==> config.mk <==
export PLATFORM = sky130hd
export DESIGN_NAME = montgomery_modular_alu_core
export DESIGN_NICKNAME = d
export VERILOG_FILES = /design/src/rtl/core/mmalu_pkg.sv /design/src/rtl/core/montgomery_modular_alu_core.sv
export SDC_FILE = /design/constraint.sdc
export NUM_CORES = 2
export LEC_CHECK = 0
export BUFFER_PORTS_ARGS = -buffer_cell sky130_fd_sc_hd__buf_2
export CORE_MARGIN = 4
export CORE_UTILIZATION = 35
export DETAILED_ROUTE_END_ITERATION = 6
export GPL_ROUTABILITY_DRIVEN = 0
export GPL_TIMING_DRIVEN = 0
export PLACE_DENSITY = 0.49
export SLEW_MARGIN = 30
export SYNTH_ARGS = -nofsm -noshare
export SYNTH_HDL_FRONTEND = slang
export SYNTH_SLANG_ARGS = --single-unit
==> constraint.sdc <==
create_clock -name clk_i -period 11.69 [get_ports clk_i]
set_input_delay 0.5845 -clock clk_i [delete_from_list [all_inputs] [get_ports clk_i]]
set_output_delay 0.5845 -clock clk_i [all_outputs]
set_load 0.01 [all_outputs]
==> src/rtl/core/mmalu_pkg.sv <==
`timescale 1ns / 1ps
`default_nettype none
// ----------------------------------------------------------------------------
// mmalu_pkg: shared types and microcode for the Montgomery modular ALU
// Holds widths, command codes, the control word layout and the microcode
// table that sequences the datapath through each command.
// ----------------------------------------------------------------------------
package mmalu_pkg;

  localparam int unsigned QW         = 31;  // residue and modulus width
  localparam int unsigned NinvW      = 32;  // -q^-1 mod 2^32
  localparam int unsigned CfgDataW   = 32;  // widest register
  localparam int unsigned CfgIdxW    = 2;   // four registers
  localparam int unsigned CmdW       = 3;
  localparam int unsigned ProdW      = 64;  // shared multiplier result
  localparam int unsigned ExpBitsDef = 31;
  localparam int unsigned PcW        = 6;

  typedef enum logic [CmdW-1:0] {
    CMD_ADD       = 3'd0,
    CMD_SUB       = 3'd1,
    CMD_MONTMUL   = 3'd2,
    CMD_TO_MONT   = 3'd3,
    CMD_FROM_MONT = 3'd4,
    CMD_ROOT_POW  = 3'd5
  } cmd_e;

  typedef enum logic [CfgIdxW-1:0] {
    REG_MODULUS     = 2'd0,
    REG_NEG_INVERSE = 2'd1,
    REG_R_SQUARED   = 2'd2,
    REG_ROOT_MONT   = 2'd3
  } reg_e;

  // Datapath operation of one microcode step.
  typedef enum logic [3:0] {
    OP_NOP      = 4'd0,
    OP_ADD      = 4'd1,  // res = (a + b) reduced once
    OP_SUB      = 4'd2,  // res = a - b, plus q on borrow
    OP_ZERO     = 4'd3,  // res = 0
    OP_MUL_XY   = 4'd4,  // z = x * y
    OP_MUL_MN   = 4'd5,  // m = low32(z) * ninv mod 2^32
    OP_MUL_MQ   = 4'd6,  // prod = m * q
    OP_SUM      = 4'd7,  // t = (z + prod) >> 32
    OP_RED      = 4'd8,  // dst = t, minus q if t >= q
    OP_COPY_ACC = 4'd9   // res = acc
  } op_e;

  typedef enum logic [2:0] {
    SRC_A   = 3'd0,
    SRC_B   = 3'd1,
    SRC_ACC = 3'd2,
    SRC_P   = 3'd3,
    SRC_ONE = 3'd4,
    SRC_R2  = 3'd5
  } src_e;

  typedef enum logic [1:0] {
    DST_RES = 2'd0,
    DST_ACC = 2'd1,
    DST_P   = 2'd2
  } dst_e;

  typedef enum logic [2:0] {
    JMP_NONE   = 3'd0,
    JMP_ALWAYS = 3'd1,
    JMP_E_ZERO = 3'd2,  // exponent is zero
    JMP_E_LE1  = 3'd3,  // exponent is zero or one
    JMP_E_EVEN = 3'd4   // exponent low bit clear
  } jmp_e;

  typedef struct packed {
    op_e            op;
    src_e           src_x;
    src_e           src_y;
    dst_e           dst;
    jmp_e           jmp;
    logic [PcW-1:0] target;
    logic           shift_e;  // shift exponent right by one
    logic           done;     // last step: deliver the result
  } ctrl_t;

  // Microcode addresses.
  localparam logic [PcW-1:0] UA_ADD    = 6'd0;
  localparam logic [PcW-1:0] UA_SUB    = 6'd1;
  localparam logic [PcW-1:0] UA_ZERO   = 6'd2;
  localparam logic [PcW-1:0] UA_MUL    = 6'd3;   // montmul(a, b)
  localparam logic [PcW-1:0] UA_TOM    = 6'd8;   // montmul(a, r2)
  localparam logic [PcW-1:0] UA_FROMM  = 6'd13;  // montmul(a, 1)
  localparam logic [PcW-1:0] UA_ROOT   = 6'd18;  // acc = montmul(1, r2)
  localparam logic [PcW-1:0] UA_LOOP   = 6'd23;  // loop test
  localparam logic [PcW-1:0] UA_ODD    = 6'd24;  // acc = montmul(acc, p)
  localparam logic [PcW-1:0] UA_SQR    = 6'd29;  // p = montmul(p, p)
  localparam logic [PcW-1:0] UA_FIN    = 6'd34;  // res = montmul(p, acc)
  localparam logic [PcW-1:0] UA_EZERO  = 6'd39;  // res = acc

  localparam ctrl_t CtrlNop = '{
    op: OP_NOP, src_x: SRC_A, src_y: SRC_A, dst: DST_RES,
    jmp: JMP_NONE, target: '0, shift_e: 1'b0, done: 1'b0
  };

  // One step of a five-step Montgomery multiply.
  function automatic ctrl_t mm_word(logic [2:0] k, src_e x, src_e y, dst_e d);
    ctrl_t w;
    w       = CtrlNop;
    w.src_x = x;
    w.src_y = y;
    w.dst   = d;
    case (k)
      3'd0:    w.op = OP_MUL_XY;
      3'd1:    w.op = OP_MUL_MN;
      3'd2:    w.op = OP_MUL_MQ;
      3'd3:    w.op = OP_SUM;
      3'd4:    w.op = OP_RED;
      default: w.op = OP_NOP;
    endcase
    w.done = (k == 3'd4) && (d == DST_RES);
    return w;
  endfunction

  function automatic ctrl_t ucode_rom(logic [PcW-1:0] addr);
    ctrl_t w;
    w = CtrlNop;
    case (addr) inside
      UA_ADD:  begin
        w.op   = OP_ADD;
        w.done = 1'b1;
      end
      UA_SUB:  begin
        w.op   = OP_SUB;
        w.done = 1'b1;
      end
      UA_ZERO: begin
        w.op   = OP_ZERO;
        w.done = 1'b1;
      end
      [UA_MUL:UA_MUL+4]:     w = mm_word(3'(addr - UA_MUL), SRC_A, SRC_B, DST_RES);
      [UA_TOM:UA_TOM+4]:     w = mm_word(3'(addr - UA_TOM), SRC_A, SRC_R2, DST_RES);
      [UA_FROMM:UA_FROMM+4]: w = mm_word(3'(addr - UA_FROMM), SRC_A, SRC_ONE, DST_RES);
      [UA_ROOT:UA_ROOT+4]:   w = mm_word(3'(addr - UA_ROOT), SRC_ONE, SRC_R2, DST_ACC);
      UA_LOOP: begin
        w.jmp    = JMP_E_LE1;
        w.target = UA_FIN;
      end
      [UA_ODD:UA_ODD+4]:     w = mm_word(3'(addr - UA_ODD), SRC_ACC, SRC_P, DST_ACC);
      [UA_SQR:UA_SQR+4]:     w = mm_word(3'(addr - UA_SQR), SRC_P, SRC_P, DST_P);
      [UA_FIN:UA_FIN+4]:     w = mm_word(3'(addr - UA_FIN), SRC_P, SRC_ACC, DST_RES);
      UA_EZERO: begin
        w.op   = OP_COPY_ACC;
        w.done = 1'b1;
      end
      default: w = CtrlNop;
    endcase
    // Branches layered on the multiply sequences.
    if (addr == UA_ROOT + 6'd4) begin
      w.jmp    = JMP_E_ZERO;
      w.target = UA_EZERO;
    end
    if (addr == UA_ODD) begin
      w.jmp    = JMP_E_EVEN;
      w.target = UA_SQR;
    end
    if (addr == UA_SQR + 6'd4) begin
      w.shift_e = 1'b1;
      w.jmp     = JMP_ALWAYS;
      w.target  = UA_LOOP;
    end
    return w;
  endfunction

  function automatic logic [PcW-1:0] ucode_entry(cmd_e cmd);
    logic [PcW-1:0] a;
    case (cmd)
      CMD_ADD:       a = UA_ADD;
      CMD_SUB:       a = UA_SUB;
      CMD_MONTMUL:   a = UA_MUL;
      CMD_TO_MONT:   a = UA_TOM;
      CMD_FROM_MONT: a = UA_FROMM;
      CMD_ROOT_POW:  a = UA_ROOT;
      default:       a = UA_ZERO;
    endcase
    return a;
  endfunction

endpackage
`default_nettype wire

==> src/rtl/core/montgomery_modular_alu_core.sv <==
`timescale 1ns / 1ps
`default_nettype none
// ----------------------------------------------------------------------------
// montgomery_modular_alu_core: microcoded Montgomery ALU for one residue lane
// Modular add, subtract, Montgomery multiply (R = 2^32), conversion into and
// out of Montgomery form, and powers of a configured root.
// ----------------------------------------------------------------------------
// Usage:
//   Request channel: drive cmd_i, operand_a_i, operand_b_i with start high;
//   a request is taken at a rising edge with start high and busy low. busy
//   stays high while the request runs.
//   Result channel: residue_o is shown for exactly one cycle, marked by
//   result_valid_o, in the cycle after the last microcode step. There is no
//   back pressure; the receiver must take the result in that cycle.
//   Configuration: cfg_we_i writes cfg_data_i into register cfg_idx_i
//   (0 modulus, 1 neg_inverse, 2 r_squared, 3 root_mont) at the clock edge.
//   Write only while idle.
// Microcode steps per command (one step per cycle while busy):
//   add, sub, unknown command: 1 step. montmul, to_mont, from_mont: 5 steps.
//   root_pow: 5 + 1 + 7 per zero bit / 11 per one bit below the top bit of
//   the exponent + 5, or 6 if it is zero; at most 341 for a 31-bit exponent.
//   The rate is set by the single shared 32x32 multiplier, used three times
//   per Montgomery product, with a sum and a reduction step after it.
// Reset: clears the sequencer and restores the register defaults
//   (modulus 3, neg_inverse 0x55555555, r_squared 1, root_mont 0).
// ----------------------------------------------------------------------------
module montgomery_modular_alu_core
  import mmalu_pkg::*;
#(
  parameter int unsigned EXP_BITS = ExpBitsDef
) (
  input  wire logic                clk_i,
  input  wire logic                rst_ni,
  // request channel
  input  wire logic                start,
  output      logic                busy,
  input  wire logic [CmdW-1:0]     cmd_i,
  input  wire logic [QW-1:0]       operand_a_i,
  input  wire logic [QW-1:0]       operand_b_i,
  // result channel
  output      logic                result_valid_o,
  output      logic [QW-1:0]       residue_o,
  // configuration write port
  input  wire logic                cfg_we_i,
  input  wire logic [CfgIdxW-1:0]  cfg_idx_i,
  input  wire logic [CfgDataW-1:0] cfg_data_i
);

  // Configuration registers.
  logic [QW-1:0]    mod_q, mod_d;
  logic [NinvW-1:0] ninv_q, ninv_d;
  logic [QW-1:0]    r2_q, r2_d;
  logic [QW-1:0]    root_q, root_d;

  // Sequencer.
  logic             busy_q, busy_d;
  logic [PcW-1:0]   pc_q, pc_d;
  logic             valid_q, valid_d;
  ctrl_t            ctrl;
  logic             accept;
  logic             jump_take;

  // Datapath.
  logic [QW-1:0]       a_q, a_d;
  logic [QW-1:0]       b_q, b_d;
  logic [QW-1:0]       acc_q, acc_d;
  logic [QW-1:0]       p_q, p_d;
  logic [EXP_BITS-1:0] e_q, e_d;
  logic [2*QW-1:0]     z_q, z_d;        // product of two residues
  logic [NinvW-1:0]    m_q, m_d;
  logic [NinvW+QW-1:0] prod_q, prod_d;  // m * q
  logic [NinvW-1:0]    t_q, t_d;
  logic [QW-1:0]       res_q, res_d;

  logic [QW-1:0]       opx, opy;
  logic [31:0]         mul_x, mul_y;
  logic [ProdW-1:0]    mul_p;
  logic [ProdW-1:0]    sum_zp;
  logic [NinvW-1:0]    q_ext;
  logic [NinvW-1:0]    red_t;
  logic [QW:0]         add_s, add_r;
  logic [QW:0]         sub_d, sub_r;
  logic                e_zero, e_le1, e_even;

  assign accept = start && !busy_q;
  assign ctrl   = ucode_rom(pc_q);
  assign q_ext  = {1'b0, mod_q};

  // Pick operands for the first product of a Montgomery multiply.
  function automatic logic [QW-1:0] pick_src(src_e s, logic [QW-1:0] a,
                                             logic [QW-1:0] b,
                                             logic [QW-1:0] acc,
                                             logic [QW-1:0] p,
                                             logic [QW-1:0] r2);
    logic [QW-1:0] v;
    case (s)
      SRC_A:   v = a;
      SRC_B:   v = b;
      SRC_ACC: v = acc;
      SRC_P:   v = p;
      SRC_ONE: v = QW'(1);
      SRC_R2:  v = r2;
      default: v = '0;
    endcase
    return v;
  endfunction

  assign opx = pick_src(ctrl.src_x, a_q, b_q, acc_q, p_q, r2_q);
  assign opy = pick_src(ctrl.src_y, a_q, b_q, acc_q, p_q, r2_q);

  // Shared multiplier: steer its inputs by the step's operation.
  always_comb begin
    case (ctrl.op)
      OP_MUL_XY: begin
        mul_x = {1'b0, opx};
        mul_y = {1'b0, opy};
      end
      OP_MUL_MN: begin
        mul_x = z_q[31:0];
        mul_y = ninv_q;
      end
      OP_MUL_MQ: begin
        mul_x = m_q;
        mul_y = q_ext;
      end
      default: begin
        mul_x = '0;
        mul_y = '0;
      end
    endcase
  end

  assign mul_p  = {32'd0, mul_x} * {32'd0, mul_y};

  // Montgomery tail: the 64-bit sum cannot carry out for in-range values.
  assign sum_zp = {2'b00, z_q} + {1'b0, prod_q};
  assign red_t  = (t_q >= q_ext) ? (t_q - q_ext) : t_q;

  assign add_s  = {1'b0, a_q} + {1'b0, b_q};
  assign add_r  = (add_s >= {1'b0, mod_q}) ? (add_s - {1'b0, mod_q}) : add_s;
  assign sub_d  = {1'b0, a_q} - {1'b0, b_q};
  assign sub_r  = (a_q < b_q) ? (sub_d + {1'b0, mod_q}) : sub_d;

  // Exponent tests for the square-and-multiply loop.
  assign e_zero = (e_q == '0);
  assign e_le1  = ((e_q >> 1) == '0);
  assign e_even = !e_q[0];

  always_comb begin
    case (ctrl.jmp)
      JMP_NONE:   jump_take = 1'b0;
      JMP_ALWAYS: jump_take = 1'b1;
      JMP_E_ZERO: jump_take = e_zero;
      JMP_E_LE1:  jump_take = e_le1;
      JMP_E_EVEN: jump_take = e_even;
      default:    jump_take = 1'b0;
    endcase
  end

  // Next-state logic: request load, one microcode step, config writes.
  always_comb begin
    busy_d  = busy_q;
    pc_d    = pc_q;
    valid_d = 1'b0;
    a_d     = a_q;
    b_d     = b_q;
    acc_d   = acc_q;
    p_d     = p_q;
    e_d     = e_q;
    z_d     = z_q;
    m_d     = m_q;
    prod_d  = prod_q;
    t_d     = t_q;
    res_d   = res_q;
    mod_d   = mod_q;
    ninv_d  = ninv_q;
    r2_d    = r2_q;
    root_d  = root_q;

    if (accept) begin
      // Latch the request and jump to its microcode entry.
      busy_d = 1'b1;
      pc_d   = ucode_entry(cmd_e'(cmd_i));
      a_d    = operand_a_i;
      b_d    = operand_b_i;
      p_d    = root_q;
      e_d    = operand_b_i[EXP_BITS-1:0];
    end else if (busy_q) begin
      case (ctrl.op)
        OP_ADD:      res_d  = add_r[QW-1:0];
        OP_SUB:      res_d  = sub_r[QW-1:0];
        OP_ZERO:     res_d  = '0;
        OP_MUL_XY:   z_d    = mul_p[2*QW-1:0];
        OP_MUL_MN:   m_d    = mul_p[NinvW-1:0];
        OP_MUL_MQ:   prod_d = mul_p[NinvW+QW-1:0];
        OP_SUM:      t_d    = sum_zp[ProdW-1:NinvW];
        OP_RED: begin
          case (ctrl.dst)
            DST_RES: res_d = red_t[QW-1:0];
            DST_ACC: acc_d = red_t[QW-1:0];
            DST_P:   p_d   = red_t[QW-1:0];
            default: res_d = red_t[QW-1:0];
          endcase
        end
        OP_COPY_ACC: res_d  = acc_q;
        default:     res_d  = res_q;
      endcase
      if (ctrl.shift_e) begin
        e_d = e_q >> 1;
      end
      // Advance, branch, or finish.
      if (ctrl.done) begin
        busy_d  = 1'b0;
        valid_d = 1'b1;
      end else if (jump_take) begin
        pc_d = ctrl.target;
      end else begin
        pc_d = pc_q + PcW'(1);
      end
    end

    if (cfg_we_i) begin
      case (reg_e'(cfg_idx_i))
        REG_MODULUS:     mod_d  = cfg_data_i[QW-1:0];
        REG_NEG_INVERSE: ninv_d = cfg_data_i[NinvW-1:0];
        REG_R_SQUARED:   r2_d   = cfg_data_i[QW-1:0];
        REG_ROOT_MONT:   root_d = cfg_data_i[QW-1:0];
        default:         mod_d  = mod_q;
      endcase
    end
  end

  // Control and configuration state.
  always_ff @(posedge clk_i or negedge rst_ni) begin
    if (!rst_ni) begin
      busy_q  <= 1'b0;
      pc_q    <= '0;
      valid_q <= 1'b0;
      mod_q   <= QW'(3);
      ninv_q  <= 32'h5555_5555;
      r2_q    <= QW'(1);
      root_q  <= '0;
    end else begin
      busy_q  <= busy_d;
      pc_q    <= pc_d;
      valid_q <= valid_d;
      mod_q   <= mod_d;
      ninv_q  <= ninv_d;
      r2_q    <= r2_d;
      root_q  <= root_d;
    end
  end

  // Datapath registers.
  always_ff @(posedge clk_i) begin
    a_q    <= a_d;
    b_q    <= b_d;
    acc_q  <= acc_d;
    p_q    <= p_d;
    e_q    <= e_d;
    z_q    <= z_d;
    m_q    <= m_d;
    prod_q <= prod_d;
    t_q    <= t_d;
    res_q  <= res_d;
  end

  assign busy           = busy_q;
  assign result_valid_o = valid_q;
  assign residue_o      = res_q;

endmodule
`default_nettype wire
# --- Yosys cells after proc, flatten, opt, wreduce, memory -nomap -nowiden ---
# Cells that the tools add are included.
classes:
  add_sub_neg: 14
  n_mul: 1
  n_div: 0
  order_cmp: 17
  n_eq_ne: 70
  shift: 0
  n_mux: 81
  bitwise_logic: 1
  n_reduce_logical: 43
op_table:
  columns: ["operator", "count"]
  rows:
  - ["one-hot mux 31 bit (6 select lines)", 2]
  - ["2-to-1 mux 31 bit", 11]
  - ["one-hot mux 32 bit (3 select lines)", 2]
  - ["one-hot mux 31 bit (5 select lines)", 1]
  - ["one-hot mux 4 bit (5 select lines)", 7]
  - ["2-to-1 mux 8 bit", 15]
  - ["subtractor 31 bit", 3]
  - ["equality test 3 x 2 -> 1 bit (second input constant)", 22]
  - ["adder 62 x 63 -> 64 bit", 1]
  - [">= comparator 32 x 31 -> 1 bit", 2]
  - ["multiplier 32 x 32 -> 63 bit", 1]
  - ["zero test 31 bit", 2]
  - ["2-to-1 mux 4 bit", 12]
  - ["equality test 3 bit (second input constant)", 14]
  - ["equality test 3 x 1 -> 1 bit (second input constant)", 11]
  - ["adder 31 x 31 -> 32 bit", 1]
  - ["adder 31 bit", 1]
  - ["less-than comparator 31 bit", 1]
  - ["zero test 3 bit", 10]
  - ["one-hot mux 5 bit (6 select lines)", 1]
  - ["2-to-1 mux 7 bit", 4]
  - ["2-to-1 mux 6 bit", 4]
  - ["equality test 6 x 5 -> 1 bit (second input constant)", 3]
  - [">= comparator 6 x 5 -> 1 bit (second input constant)", 3]
  - ["37 further kinds", 93]
word_totals:
  reg_bits: 508
  latchBits: 0
  ramBits: 0
  mem_bits_ro: 0
  inputBits: 103
  output_inout_bits: 33
  word_cells: 244
  memories: 0

# --- Logic depth before layout (Yosys ltp) ---
logic_depth:
  ltp_word: 18
  ltp_mapped: 44

# --- Least setup slack after synthesis ---
# OpenSTA, ideal clock, no wires.
synth_path:
  path_type: "register -> register"
  startpoint: "reg pc_q[1]"
  endpoint: "reg prod_q[61], data pin"
  setup_ps: 266
  arrival_time_ps: 10556
  required_ps: 11424
  path_slack_ps: 868
  stages_incl_launch_ff: 40
  period_less_slack_ps: 10822
  path_cell_list: "dfrtp_1 inv_1 ha_1 or2_2 a32o_1 buf_2 o2bb2ai_1 a211o_1 a311o_1 or3_4 nor2_4 buf_6 buf_6 a221o_1 buf_2 nand2_1 fa_1 inv_1 [4 not listed] inv_1 fa_1 fa_1 fa_1 fa_1 ha_1 clkbuf_1 a21o_1 a21o_1 a21o_1 a2111oi_0 o21ai_0 o2111ai_1 a211oi_1 or4b_1 a311oi_1 o21bai_1 xor2_1"
synth_via:
  elab_chain_len: 17
synth_rtl:
  columns: ["element", "line_no", "text"]
  rows:
  - ["start, declared", "montgomery_modular_alu_core.sv:57", "logic [PcW-1:0] pc_q, pc_d;"]
  - ["start signal, assigned", "montgomery_modular_alu_core.sv:245", "pc_q <= pc_d;"]
  - ["subtractor 3 x 2 -> 3 bit (tied with other cells)", "mmalu_pkg.sv:140, mmalu_pkg.sv:147", null]
  - ["equality test 3 bit (tied with other cells)", "mmalu_pkg.sv:109", "case (k)"]
  - ["one-hot mux 4 bit (5 select lines) / 2-to-1 mux 7 bit (equally long branches)", "mmalu_pkg.sv:109, mmalu_pkg.sv:124", null]
  - ["2-to-1 mux 4 bit / 2-to-1 mux 7 bit (equally long branches) (3 in series)", "mmalu_pkg.sv:124", "case (addr) inside"]
  - ["2-to-1 mux 4 bit / 2-to-1 mux 8 bit (equally long branches) (7 in series)", "mmalu_pkg.sv:124", null]
  - ["2-to-1 mux 4 bit (tied with other cells)", "mmalu_pkg.sv:124", null]
  - ["equality test 4 x 3 -> 1 bit / one-hot mux 31 bit (6 select lines) (equally long branches)", "montgomery_modular_alu_core.sv:113, montgomery_modular_alu_core.sv:96", null]
  - ["one-hot mux 32 bit (3 select lines)", "montgomery_modular_alu_core.sv:113", "case (ctrl.op)"]
  - ["multiplier 32 x 32 -> 63 bit *", "montgomery_modular_alu_core.sv:133", "assign mul_p = {32'd0, mul_x} * {32'd0, mul_y};"]
  - ["via mul_p[61]", "montgomery_modular_alu_core.sv:77", "logic [ProdW-1:0] mul_p;"]
  - ["end signal, assigned", "montgomery_modular_alu_core.sv:263", "prod_q <= prod_d;"]
  - ["end, declared", "montgomery_modular_alu_core.sv:71", "logic [NinvW+QW-1:0] prod_q, prod_d;"]
# The timed path passes the listed nets; every way through them passes the cells marked *.
# A chain may end at the register's enable or synchronous reset.

# --- Final worst setup path ---
layout_path:
  startpoint: "reg pc_q[1]"
  endpoint: "reg prod_q[62], data pin"
# The elaborated chain is that of the path after synthesis.

==> flow_metrics.env <==
export IMPL_synthArstFlopShare_pct=26.18
export IMPL_fp_dieW_um=437.8
export IMPL_cts_root_buf="clkbuf_16"
export IMPL_p_seq_share_pct=46.5
export IMPL_netlist_top_cell_by_area="fa_1"
export IMPL_ys_types=91
export IMPL_grt_max_degree=71
export IMPL_grt_pass1_wl_um=387000
export IMPL_die_y_um=437.8
export IMPL_syn2layout_area_growth_pct=15.98
export IMPL_vias=54190
export IMPL_ys_ff_latch=508
export IMPL_cts_buffer_depth=3
export IMPL_synth_edf_count=375
export IMPL_cts_num_sinks=508
export IMPL_drt_total_wl_um=272200
export IMPL_hold_ws_ps=87.63
export IMPL_vdd_drop_max_mv=0.1186
export IMPL_placeableCoreArea_um2=183500
export IMPL_dp_slack_ps=-2741
export IMPL_antenna_left=0
export IMPL_hp_class="primary input to flop"
export IMPL_netlist_area_leader_share_pct=27.87
export IMPL_cts_tree="built"
export IMPL_synthCells=6752
export IMPL_synthTopCellsByArea="fa_1 (28%), edfxtp_1 (17%), ha_1 (9.4%), inv_1 (6.4%), nand2_1 (4.5%)"
export IMPL_grt_pass1_vias=53930
export IMPL_period_minus_slack_ps=11610
export IMPL_grt_usage_pct=28.00
export IMPL_antenna_found_initial=16
export IMPL_cp_required_ps=12080
export IMPL_io_buffers=134
export IMPL_crit_path_frequent_cell="fa_1"
export IMPL_violations="DRC"
export IMPL_p_clk_share_pct=36.9
export IMPL_overflow=0
export IMPL_setup_ws_ps=84.36
export IMPL_layout_drive_gt1_share_pct=15.12
export IMPL_setup_viol=0
export IMPL_skew_ps=38.01
export IMPL_ys_seq_area_share_pct=22.60
export IMPL_worstMarginPinSlew_ps=1035
export IMPL_clkLatencyLatePin_ps=670
export IMPL_worstSetupStartpointType="flop"
export IMPL_drtIter0Drc=5985
export IMPL_synth_most_common_cell="inv_1"
export IMPL_nNetsFinal=8642
export IMPL_synth_avg_cell_area_um2=9.576
export IMPL_first_pass_iters=7
export IMPL_cts_htree_levels=2
export IMPL_worstPathArrival_ps=12000
export IMPL_netlist_area_um2=64660
export IMPL_finalPower_mw=4.892
export IMPL_viasPerCell=5.604
export IMPL_p_per_area_nw_per_um2=65.23
export IMPL_drv_cap=0
export IMPL_dieArea_um2=191700
export IMPL_cp_end_kind="flop"
export IMPL_fmax_mhz=86.17
export IMPL_slowest_delay_ps=570
export IMPL_ioPinCount=136
export IMPL_status="finished with violations"
export IMPL_critPathKind="flop to flop"
export IMPL_p_switching_mw=1.459
export IMPL_place_hpwl_um=223500
export IMPL_syn_nets=8242
export IMPL_rsz0062_at_grt="true"
export IMPL_p_leak_nw=34.09
export IMPL_ys_warn_count=0
export IMPL_worst_path_max_delay_cell="fa_1"
export IMPL_drc=77
export IMPL_hold_viol=0
export IMPL_slew_violations=0
export IMPL_rows=157
export IMPL_period_share_pct=99.28
export IMPL_post_drt_wl_per_cell_um=28.14
export IMPL_synth_common_cells="inv_1 (1108), fa_1 (900), nand2_1 (771), nor2_1 (763), ha_1 (487)"
export IMPL_cts_clk_slew_worst_paths_ps=60
export IMPL_final_core_util_pct=40.87
export IMPL_relSlewSlack_pct=31.02
export IMPL_intPower_mw=3.432
export IMPL_initial_core_util_pct=35.24
export IMPL_numCtsBuffers=55
export IMPL_swShare_pct=29.83
export IMPL_path_max_fanout=10
export IMPL_synth_ff_type="edfxtp_1"
export IMPL_combPwrFrac_pct=16.6
logic make-up (layout without fill, tap and decap cells):
| group | after synthesis | in the layout | share of synthesized area (%) |
|---|---|---|---|
| XOR/XNOR | 220 | 220 | 2.980 |
| buffers and inverters | 1425 | 1869 | 8.743 |
| other | 0 | 10 | 0 |
| adder cells (fa/ha/maj) | 1387 | 1387 | 37.29 |
| AO/OA/AOI/OAI | 1087 | 1087 | 12.38 |
| flip-flops | 508 | 508 | 22.60 |
| multiplexers | 189 | 189 | 3.212 |
| AND/OR/NAND/NOR | 1936 | 1937 | 12.79 |
critical path, delay by kind of cell (launching register included):
| kind | cells | cell delay [ps] |
|---|---|---|
| fa+ha+maj | 10 | 4540 |
| buf+inv | 10 | 1400 |
| xor+xnor | 1 | 100 |
| flops | 1 | 460 |
| simple gates | 6 | 1340 |
| compound gates | 13 | 3420 |
per-layer routing:
metal,GRT usage (%),up-vias,share of wire (%)
met4,14.64,8,6.5
met1,36.92,27710,40
met2,42.16,2704,43
li1,-,23130,-
met3,7.497,648,10
met5,0,-,0.020
path summary, 6_finish.rpt:
path,startpoint,end,slack [ps],cells past startpoint
worst max register to register,pc_q[1],prod_q[62],80,40
worst min-delay path,operand_a_i[5],a_q[5],90,1
min in group asynchronous,rst_ni,busy,440,2
worst min register to register,root_q[26],root_q[26],510,1
worst max-delay path,pc_q[1],prod_q[62],80,40
max in group asynchronous,rst_ni,ninv_q[30],10380,3
state kept, by name, summed over array words and instances, names as in the netlist:
signal          count
a_q                31
mod_q              31
pc_q                6
prod_q             63
m_q                32
b_q                31
p_q                31
residue_o          31
root_q             31
z_q                62
busy                1
ninv_q             32
e_q                31
result_valid_o      1
r2_q               31
t_q                32
acc_q              31
power by group through the flow:
stage	registers, mW	clock network [mW]	logic [mW]
floorplan	2.21	0	0.548
global placement	2.29	0	0.773
detailed placement	2.30	0	0.787
CTS	2.27	1.84	0.793
global route	2.28	1.91	0.877
finish	2.28	1.80	0.812
metrics by stage:
step / cell area [µm²] / setup TNS (ps) / cells
after global placement: 68410 / -205120 / 9350
after CTS: 73760 / 0 / 9605
after floorplan: 64660 / 0 / 6752
after detailed placement: 69400 / -126930 / 9402
final: 74990 / 0 / 9671
after global routing: 74980 / -147.6 / 9668
cell type report:
class,count,area [µm²]
plain buffers,301,2437
fillers,18320,108500
diodes,10,25.02
flip-flops and latches,508,14620
repair buffers,356,2980
clock inverters,25,259.0
clock buffers,77,1551
inverters,1110,4169
multi-input cells,4820,45860
well taps,2464,3083
layout by cell type, fill, tap and decap left out, drive strengths merged, types with 18 or more instances in the layout:
cell type,Yosys,layout
nand3,64,64
a21oi,280,280
nor3,45,45
dfstp,19,19
o21bai,32,32
xnor2,158,158
o211ai,21,21
a222oi,79,79
a221o,65,65
dfrtp,114,114
clkbuf,125,204
o21a,44,44
and3,22,22
edfxtp,375,375
nor4,20,20
a221oi,66,66
fa,900,900
o21ai,187,187
buf,190,528
nand2b,56,56
nand4,31,31
a31oi,35,35
xor2,62,62
ha,487,487
and2,30,30
mux2,148,148
nor2,765,765
nand2,772,773
or3,18,18
nor2b,49,49
mux2i,41,41
inv,1110,1112
a211oi,40,40
a21o,101,101
timing repair:
item | in CTS | in global routing
gates resized for setup | 428 | 198
hold buffers | 1 | 0
hold endpoints to repair | 63 | 0
pin swaps | 48 | 46
setup buffers | 105 | 60
endpoints found under the setup margin | 103 | 35
cloned | 1 | 4
Note: power is estimated with default switching activity, not from simulation.
